File: src/bpfa_pkg.sv
// Shared constants, types and helpers of the bitmap page frame allocator.
// No dependencies.
`timescale 1ns / 1ps
package bpfa_pkg;

  localparam int unsigned FRAMES     = 4096;
  localparam int unsigned ADDR_W     = 32;
  localparam int unsigned PAGE_SHIFT = 12;
  localparam int unsigned PFN_W      = ADDR_W - PAGE_SHIFT;
  localparam int unsigned FRAME_W    = $clog2(FRAMES);
  localparam int unsigned CNT_W      = $clog2(FRAMES + 1);
  localparam int unsigned ROW_BITS   = 64;
  localparam int unsigned BIT_W      = $clog2(ROW_BITS);
  localparam int unsigned ROWS       = (FRAMES + ROW_BITS - 1) / ROW_BITS;
  localparam int unsigned ROW_W      = $clog2(ROWS);
  localparam int unsigned PAGE_MASK  = (1 << PAGE_SHIFT) - 1;
  localparam int unsigned CFG_IDX_W  = 1;

  localparam logic [CFG_IDX_W-1:0] CFG_LOW  = CFG_IDX_W'(0);
  localparam logic [CFG_IDX_W-1:0] CFG_HIGH = CFG_IDX_W'(1);

  localparam logic MODE_ALLOC = 1'b0;
  localparam logic MODE_FREE  = 1'b1;

  typedef enum logic [1:0] {
    ST_OK       = 2'd0,
    ST_OOM      = 2'd1,
    ST_BAD_FREE = 2'd2
  } status_e;

  typedef struct packed {
    logic load;
    logic alloc_rd;
    logic alloc_hit;
    logic alloc_next;
    logic alloc_oom;
    logic free_rd;
    logic free_ok;
    logic free_bad;
  } ctrl_cmd_t;

  typedef struct packed {
    logic cand_ok;
    logic hit;
    logic at_last_row;
    logic free_idx_bad;
    logic free_bit_set;
  } dp_stat_t;

  function automatic logic [ROW_W-1:0] ffs_rows(input logic [ROWS-1:0] v);
    logic [ROW_W-1:0] idx;
    idx = '0;
    for (int i = ROWS - 1; i >= 0; i--) begin
      if (v[i]) idx = ROW_W'(i);
    end
    return idx;
  endfunction

  function automatic logic [BIT_W-1:0] ffs_bits(input logic [ROW_BITS-1:0] v);
    logic [BIT_W-1:0] idx;
    idx = '0;
    for (int i = ROW_BITS - 1; i >= 0; i--) begin
      if (v[i]) idx = BIT_W'(i);
    end
    return idx;
  endfunction

endpackage

File: src/bpfa_ctrl.sv
// Sequencer of the bitmap page frame allocator.
// Depends on bpfa_pkg for the command and status structs.
`timescale 1ns / 1ps
module bpfa_ctrl (
  input  logic               clk_i,
  input  logic               rst_ni,
  input  logic               start_i,
  input  logic               mode_i,
  input  bpfa_pkg::dp_stat_t stat_i,
  output bpfa_pkg::ctrl_cmd_t cmd_o,
  output logic               busy_o
);
  import bpfa_pkg::*;

  typedef enum logic [2:0] {
    S_IDLE,
    S_ALLOC_FIND,
    S_ALLOC_CHECK,
    S_FREE_READ,
    S_FREE_CHECK
  } state_e;

  state_e state_q, state_d;

  always_comb begin
    cmd_o   = '0;
    state_d = state_q;
    unique case (state_q)
      S_IDLE: begin
        if (start_i) begin
          cmd_o.load = 1'b1;
          state_d    = (mode_i == MODE_FREE) ? S_FREE_READ : S_ALLOC_FIND;
        end
      end
      S_ALLOC_FIND: begin
        if (stat_i.cand_ok) begin
          cmd_o.alloc_rd = 1'b1;
          state_d        = S_ALLOC_CHECK;
        end else begin
          cmd_o.alloc_oom = 1'b1;
          state_d         = S_IDLE;
        end
      end
      S_ALLOC_CHECK: begin
        priority if (stat_i.hit) begin
          cmd_o.alloc_hit = 1'b1;
          state_d         = S_IDLE;
        end else if (stat_i.at_last_row) begin
          cmd_o.alloc_oom = 1'b1;
          state_d         = S_IDLE;
        end else begin
          cmd_o.alloc_next = 1'b1;
          state_d          = S_ALLOC_FIND;
        end
      end
      S_FREE_READ: begin
        if (stat_i.free_idx_bad) begin
          cmd_o.free_bad = 1'b1;
          state_d        = S_IDLE;
        end else begin
          cmd_o.free_rd = 1'b1;
          state_d       = S_FREE_CHECK;
        end
      end
      S_FREE_CHECK: begin
        if (stat_i.free_bit_set) cmd_o.free_ok = 1'b1;
        else cmd_o.free_bad = 1'b1;
        state_d = S_IDLE;
      end
      default: state_d = S_IDLE;
    endcase
  end

  always_ff @(posedge clk_i or negedge rst_ni) begin
    if (!rst_ni) begin
      state_q <= S_IDLE;
    end else begin
      state_q <= state_d;
    end
  end

  assign busy_o = (state_q != S_IDLE);

endmodule

File: config.mk
export PLATFORM = sky130hd
export DESIGN_NAME = bpfa_ctrl
export DESIGN_NICKNAME = d
export VERILOG_FILES = /design/src/bpfa_pkg.sv /design/src/bpfa_ctrl.sv
export SDC_FILE = /design/constraint.sdc
export NUM_CORES = 1
export LEC_CHECK = 0
export ABC_CLOCK_PERIOD_IN_PS = 1500
export BUFFER_PORTS_ARGS = -buffer_cell sky130_fd_sc_hd__buf_4
export CELL_PAD_IN_SITES_DETAIL_PLACEMENT = 0
export CELL_PAD_IN_SITES_GLOBAL_PLACEMENT = 1
export CORE_AREA = 5 5 42 44
export DETAILED_ROUTE_END_ITERATION = 16
export DIE_AREA = 0 0 47 49
export PLACE_DENSITY = 0.58
export SLEW_MARGIN = 0
export SYNTH_ARGS = -nofsm -noshare
export SYNTH_HDL_FRONTEND = slang
export SYNTH_SLANG_ARGS = --single-unit
File: constraint.sdc
create_clock -name clk_i -period 1.5 [get_ports clk_i]
set_clock_uncertainty 0.2 [all_clocks]
set_input_delay 0.075 -clock clk_i [delete_from_list [all_inputs] [get_ports clk_i]]
set_output_delay 0.075 -clock clk_i [all_outputs]
set_load 0.01 [all_outputs]
# == After elaboration in Yosys (flattened, before gate mapping) ==
# Index checks and enable logic that the tools add are counted.
# totals
ff_bits,3
out_inout_bits,9
word_cells,33
in_bits,9
# op_classes
reduce_logical,2
mux,25
eq_ne,5
# ops
operator,n
1-bit 2-to-1 mux,15
3-bit case mux with 4 select lines,1
3-bit 2-to-1 mux,3
2-bit 2-to-1 mux,4
"3-bit by 2-bit equality test with 1-bit output, second input constant",2
1-bit case mux with 2 select lines,2
"3-bit by 1-bit equality test with 1-bit output, second input constant",1
"3-bit equality test, second input constant",1
3-bit logical NOT,1
3-bit nonzero test,1
"2-bit inequality test, second input constant",1

# == Longest topological paths before layout ==
# Gate-level depths: netlist of run 1.
# logic_depth
depth_word,3
mapped_depth,3
ltp_nobuf,2

# == Least setup slack after synthesis of run 1 ==
# No wires, ideal clock.
# synth_path
path_kind,register to output
from,register state_q[1]
to,output port cmd_o[3] (netlist bit)
t_arrival_ns,1.068
t_required_ns,1.225
slack_ns,0.157
path_buffers,1
path_stages_with_launch,4
path_cell_list,dfrtp_1 -> buf_4 -> or3b_1 -> a21oi_1
# synth_lines
item,line,source
"start, declared",bpfa_ctrl.sv:23,"state_e state_q, state_d;"
"start signal, assigned",bpfa_ctrl.sv:78,state_q <= state_d;
"end, declared",bpfa_ctrl.sv:10,"output bpfa_pkg::ctrl_cmd_t cmd_o,"

==> impl_metrics.csv, run 1 <==
group,metric,value,unit
timing,hold_slack,223,ps
run_status,violations,"negative setup slack",
critical_path,path_buf_inv,1,
route,initialDrtViolationCount,4,
final_layout,final_common_cell,"buf_4",
final_layout,top_regs,"state_q (3)",
timing,final-setup-viol-count,2,
final_layout,antennaDiodeCount,0,
pwr,p_leak,0.252,nW
run_status,status,"finished with violations",
pwr,pwr_density_cell,983,mW/mm2
final_layout,layout_common_cells,"buf_4, dlygate4sd3_1, clkbuf_4, dfrtp_2",
floorplan,die_x,47,um
clock_tree,cts.clk_slew.worst_paths,40,ps
floorplan,die_height,49,um
critical_path,cp-start-kind,"flop",
route,vias_per_cell,4.59,
final_layout,instances_no_fill,76,
clock_tree,clock_sinks,3,
pwr,switching_power,0.199,mW
floorplan,io_pins,18,
critical_path,crit_required,1220,ps
yosys,syn-num-nets,36,
timing,maxSlewViolCount,0,
final_layout,design_area,573,um2
run,cap_violations,0,
route,avgRoutedWirePerCell,14.0,um
critical_path,critPathSlowestCell,"dfrtp_2",
timing,finalHoldViolations,0,
critical_path,cp_top_family,"flip-flops",
clock_tree,h-tree-depth,1,
critical_path,path_class,"flop to output pin",
yosys,yosys_warnings,0,
timing,min_period_over_period,1.06,
route,first_pass_iters,3,
grt,grt_max_degree,9,
route,drt_wl_total,1.07,mm
timing,grt_setup_unrepaired,"true",
critical_path,cpPeakStageDelay,430,ps
placement,dpl.hpwl,576,um
final_layout,nNetsFinal,70,
route,antenna_left,0,
final_layout,regMostFlops,"state_q",
hold_path,hp-class,"input port to output pin",
pwr,power.share.sequential,0.215,
floorplan,coreArea,0.00140,mm2
clock_tree,cts_tree,"done",
grt,grt_pass1_wl,1.50,mm
placement,post_dp_cell_area,383,um2
route,drcViolationCount,0,
yosys,synth_cells,27,
grt,antenna_found_initial,0,
placement,port_buffers,17,
pwr,p_total,0.564,mW
timing,slew_headroom,0.805,
critical_path,crit_fanout,6,
pwr,power_frac_comb,0.524,
pwr,p_sw_frac,0.354,
grt,grt_pass1_vias,358,
pwr,ir_worst_vdd,0.464,mV
floorplan,placementRows,14,
placement,dp_cells,59,
grt,overflow,0,
yosys,ys_seq_area_frac,0.313,
clock_tree,clkLatencyLatePin,240,ps
pwr,power.share.clock,0.261,
floorplan,dieArea,0.00230,mm2
timing,setup_ws,-93.1,ps
clock_tree,numCtsBuffers,3,
timing,fin_setup_tns,-110,ps
floorplan,initial_utilization,0.171,
clock_tree,clockBufferDepth,2,
timing,max_freq,628,MHz
placement,place_congestion,0.647,
critical_path,critPathArrivalTime,1320,ps
final_layout,largest_reg_flops,3,
final_layout,syn2layout_area_growth,139,%
route,vias,349,
clock_tree,root_buffer,"clkbuf_4",
pwr,intPower,0.364,mW
timing,fin_crit,1590,ps
critical_path,cp-end-kind,"output pin",
critical_path,cp_cell_sequence,"or3b_4 -> a21oi_2 -> buf_4",
yosys,ys_types,19,
timing,worst_slew_pin_slew,289,ps
yosys,syn_area,240,um2
yosys,ys_ff_latch,3,
yosys,avgSynthCellArea,8.90,um2
grt,track_usage,0.0908,
final_layout,drive_above_1_share,0.600,
-- cell usage after synthesis (all sizes together) --
master,number,area [um2]
o41ai,1,8.76
nand4bb,1,11.3
nor3,1,5.00
nand2b,2,12.5
nor4,1,6.26
a211oi,2,20.0
buf,2,12.5
dfrtp,3,75.1
a21oi,1,5.00
nand2,2,7.51
nand3b,1,7.51
and3,2,12.5
nand4b,1,8.76
or3b,2,17.5
nor3b,3,22.5
nor2,1,3.75
inv,1,3.75
-- path summary, 6_finish.rpt --
kind / from / end / slack [ps] / cells past startpoint
worst max-delay path: state_q[1] / cmd_o[3] / -90 / 3
worst min-delay path: stat_i[0] / cmd_o[0] / 220 / 3
worst max register to register: state_q[1] / state_q[0] / 30 / 3
worst min register to register: state_q[0] / state_q[0] / 410 / 2
max in group asynchronous: rst_ni / state_q[2] / 400 / 3
min in group asynchronous: rst_ni / state_q[0] / 520 / 3
-- tightest hold or removal path, delay by kind of cell --
family                 cells  cell delay [ps]
AO/OA/AOI/OAI              1               50
buffers and inverters      2              210
-- power groups by stage --
stage	sequential (mW)	combinational (mW)	clock (mW)
2_1_floorplan	0.102	0.119	0
3_5_place_dp	0.128	0.177	0
3_3_place_gp	0.128	0.180	0
4_1_cts	0.124	0.217	0.145
6_report	0.121	0.295	0.147
5_1_grt	0.123	0.316	0.152
-- kinds of logic (layout without fill, tap and decap cells) --
group / after synthesis / in the layout / synth area share
AND/OR/NAND/NOR: 17 / 17 / 0.479
flip-flops: 3 / 3 / 0.312
AO/OA/AOI/OAI: 4 / 4 / 0.141
buffers and inverters: 3 / 36 / 0.0677
-- per-layer routing --
metal	share of wire	up-vias	global-route usage
li1	-	168	-
met3	0.090	4	0.0406
met5	0	-	0
met4	0.034	0	0.0553
met1	0.36	160	0.0945
met2	0.51	17	0.143
-- final cells by class --
class                   instances  area (um2)
fillers                       148         828
repair buffers                 31         249
multi-input cells              21         195
flip-flops and latches          3        78.8
clock buffers                   4        26.3
well taps                      16        20.0
inverters                       1        3.75
-- per-stage QoR --
stage | setup WS [ps] | utilization
floorplan | 157 | -
global placement | 112 | 0.273
detailed placement | 109 | 0.273
CTS | -79.3 | 0.365
global route | -139 | 0.409
finish | -93.1 | 0.409
-- repair_timing --
action | CTS | global route
endpoints found under the hold margin | 6 | 0
endpoints found under the setup margin | 7 | 9
resized for setup | 3 | 10
setup buffers | 3 | 3
pin swaps | 2 | 2
hold buffers | 8 | 0
(Power assumes the default switching activity.)
==> run 2, diff against run 1 <==
--- a/config.mk
+++ b/config.mk
@@ -12,7 +12,7 @@
 export CORE_AREA = 5 5 42 44
 export DETAILED_ROUTE_END_ITERATION = 16
 export DIE_AREA = 0 0 47 49
-export PLACE_DENSITY = 0.58
+export PLACE_DENSITY = 0.61
 export SLEW_MARGIN = 0
 export SYNTH_ARGS = -nofsm -noshare
 export SYNTH_HDL_FRONTEND = slang
==> run 2 against run 1 <==
The run ends with negative hold slack, negative setup slack left. Non-clock buffer count is 1 lower. Combinational power shrank 8.1%. Fmax down 2.2%. First-iteration DRC count increased by 25%. Power down 5.4%. Sequential power fell by 3%. Sequential share of layout area is 0.37 points higher. Die area did not move.
==> impl_metrics.csv, run 2 (synthesis gave the netlist of run 1 again) <==
group,metric,value,unit
clock_tree,numCtsBuffers,3,
run_status,violations,"negative hold slack, negative setup slack",
critical_path,crit_path_frequent_cell,"buf_4",
final_layout,final_common_cell,"buf_4",
placement,dpl.hpwl,581,um
floorplan,coreArea,0.00140,mm2
critical_path,cpPeakStageDelay,380,ps
grt,grt_pass1_vias,341,
timing,setup_ws,-129,ps
final_layout,top_regs,"state_q (3)",
final_layout,multi_input_area,179,um2
clock_tree,h-tree-depth,1,
final_layout,syn2layout_area_growth,129,%
clock_tree,root_buffer,"clkbuf_4",
timing,fin_crit,1630,ps
timing,worst_slew_pin_slew,261,ps
timing,max_freq,614,MHz
clock_tree,cts_tree,"done",
route,drt_wl_total,963,um
critical_path,cp_cell_sequence,"buf_6 -> buf_4 -> nor4_2 -> buf_4",
critical_path,path_class,"flop to output pin",
clock_tree,clkLatencyLatePin,240,ps
final_layout,drive_above_1_share,0.593,
final_layout,largest_reg_flops,3,
critical_path,cp_top_family,"buffers and inverters",
grt,overflow,0,
pwr,pwr_density_cell,971,mW/mm2
placement,port_buffers,17,
floorplan,dieArea,0.00230,mm2
timing,min_period_over_period,1.09,
critical_path,cp-end-kind,"output pin",
grt,grt_max_degree,9,
grt,antenna_found_initial,0,
critical_path,crit_fanout,4,
critical_path,crit_required,1220,ps
floorplan,die_x,47,um
route,vias_per_cell,4.67,
pwr,p_leak,0.251,nW
pwr,ir_worst_vdd,0.273,mV
route,initialDrtViolationCount,5,
critical_path,critPathArrivalTime,1350,ps
placement,pre_cts_ws,129,ps
clock_tree,cts.clk_slew.worst_paths,40,ps
final_layout,seqCellArea,77.6,um2
final_layout,regMostFlops,"state_q",
timing,final-setup-viol-count,5,
final_layout,fillers,152,
final_layout,design_area,549,um2
final_layout,antennaDiodeCount,0,
placement,post_dp_cell_area,390,um2
final_layout,nNetsFinal,69,
floorplan,initial_utilization,0.171,
timing,grt_setup_unrepaired,"true",
hold_path,hp-class,"input port to flop",
route,avgRoutedWirePerCell,12.8,um
run_status,status,"finished with violations",
floorplan,io_pins,18,
timing,maxSlewViolCount,0,
critical_path,path_buf_inv,3,
timing,finalHoldViolations,1,
grt,grt_pass1_wl,1.36,mm
critical_path,critPathSlowestCell,"dfrtp_1",
floorplan,placementRows,14,
final_layout,fin_util,0.392,
timing,slew_headroom,0.825,
final_layout,layout_common_cells,"buf_4, dlygate4sd3_1, clkbuf_4",
clock_tree,clock_sinks,3,
route,antenna_left,0,
critical_path,cp-start-kind,"flop",
run,cap_violations,0,
route,vias,350,
pwr,p_total,0.533,mW
timing,hold_slack,-59.6,ps
placement,place_congestion,0.661,
route,drcViolationCount,0,
floorplan,die_height,49,um
clock_tree,clockBufferDepth,2,
route,first_pass_iters,4,
grt,track_usage,0.0855,
==> run 2: worst paths after layout <==
path | slack [ps] | start | cells after the start | to
max in group asynchronous | 420 | rst_ni | 3 | state_q[2]
worst max-delay path | -130 | state_q[0] | 4 | cmd_o[4]
worst max register to register | 80 | state_q[1] | 3 | state_q[0]
worst min-delay path | -60 | stat_i[4] | 3 | state_q[1]
worst min register to register | 330 | state_q[2] | 1 | state_q[1]
min in group asynchronous | 520 | rst_ni | 3 | state_q[1]
==> run 2: area by class of cell <==
cell class / instances / share of cell area
clock buffer: 4 / 0.0478
inverter: 1 / 0.00683
multi-input combinational: 21 / 0.326
sequential: 3 / 0.141
tap: 16 / 0.0364
timing repair buffer: 30 / 0.442
==> run 2: layer usage <==
layer  track usage  vias up  part of all wire  routed length, um
met2         0.133       12              0.58                561
met4        0.0829        0             0.037                 36
met5             0        -                 0                  0
met3        0.0221        4             0.036                 35
li1              -      164                 -                  -
met1        0.0843      170              0.34                330
==> run 2: worst reg2reg max path: cells and delay by family, from the launching register on <==
family	cells	cell delay, ps
and+or+nand+nor	1	380
DFF	1	420
AOI/OAI and AO/OA	1	170
buffers and inverters	1	170
==> run 2: stage by stage <==
stage / setup TNS (ps) / cells
after floorplan: 0 / 27
after global placement: 0 / 60
after detailed placement: 0 / 60
after CTS: -180 / 72
after global routing: -625 / 75
final: -308 / 75
==> run 2: timing repair <==
| item | CTS | global route |
|---|---|---|
| gates resized for setup | 5 | 5 |
| setup endpoints to repair | 5 | 7 |
| setup buffers | 2 | 3 |
| pin swaps | 1 | 4 |
| hold endpoints to repair | 6 | 1 |
| hold buffers | 6 | 1 |
==> run 2: where the power goes <==
group          switching, mW  internal, mW
clock network         0.0461        0.0999
registers             0.0197        0.0969
logic                  0.115         0.156
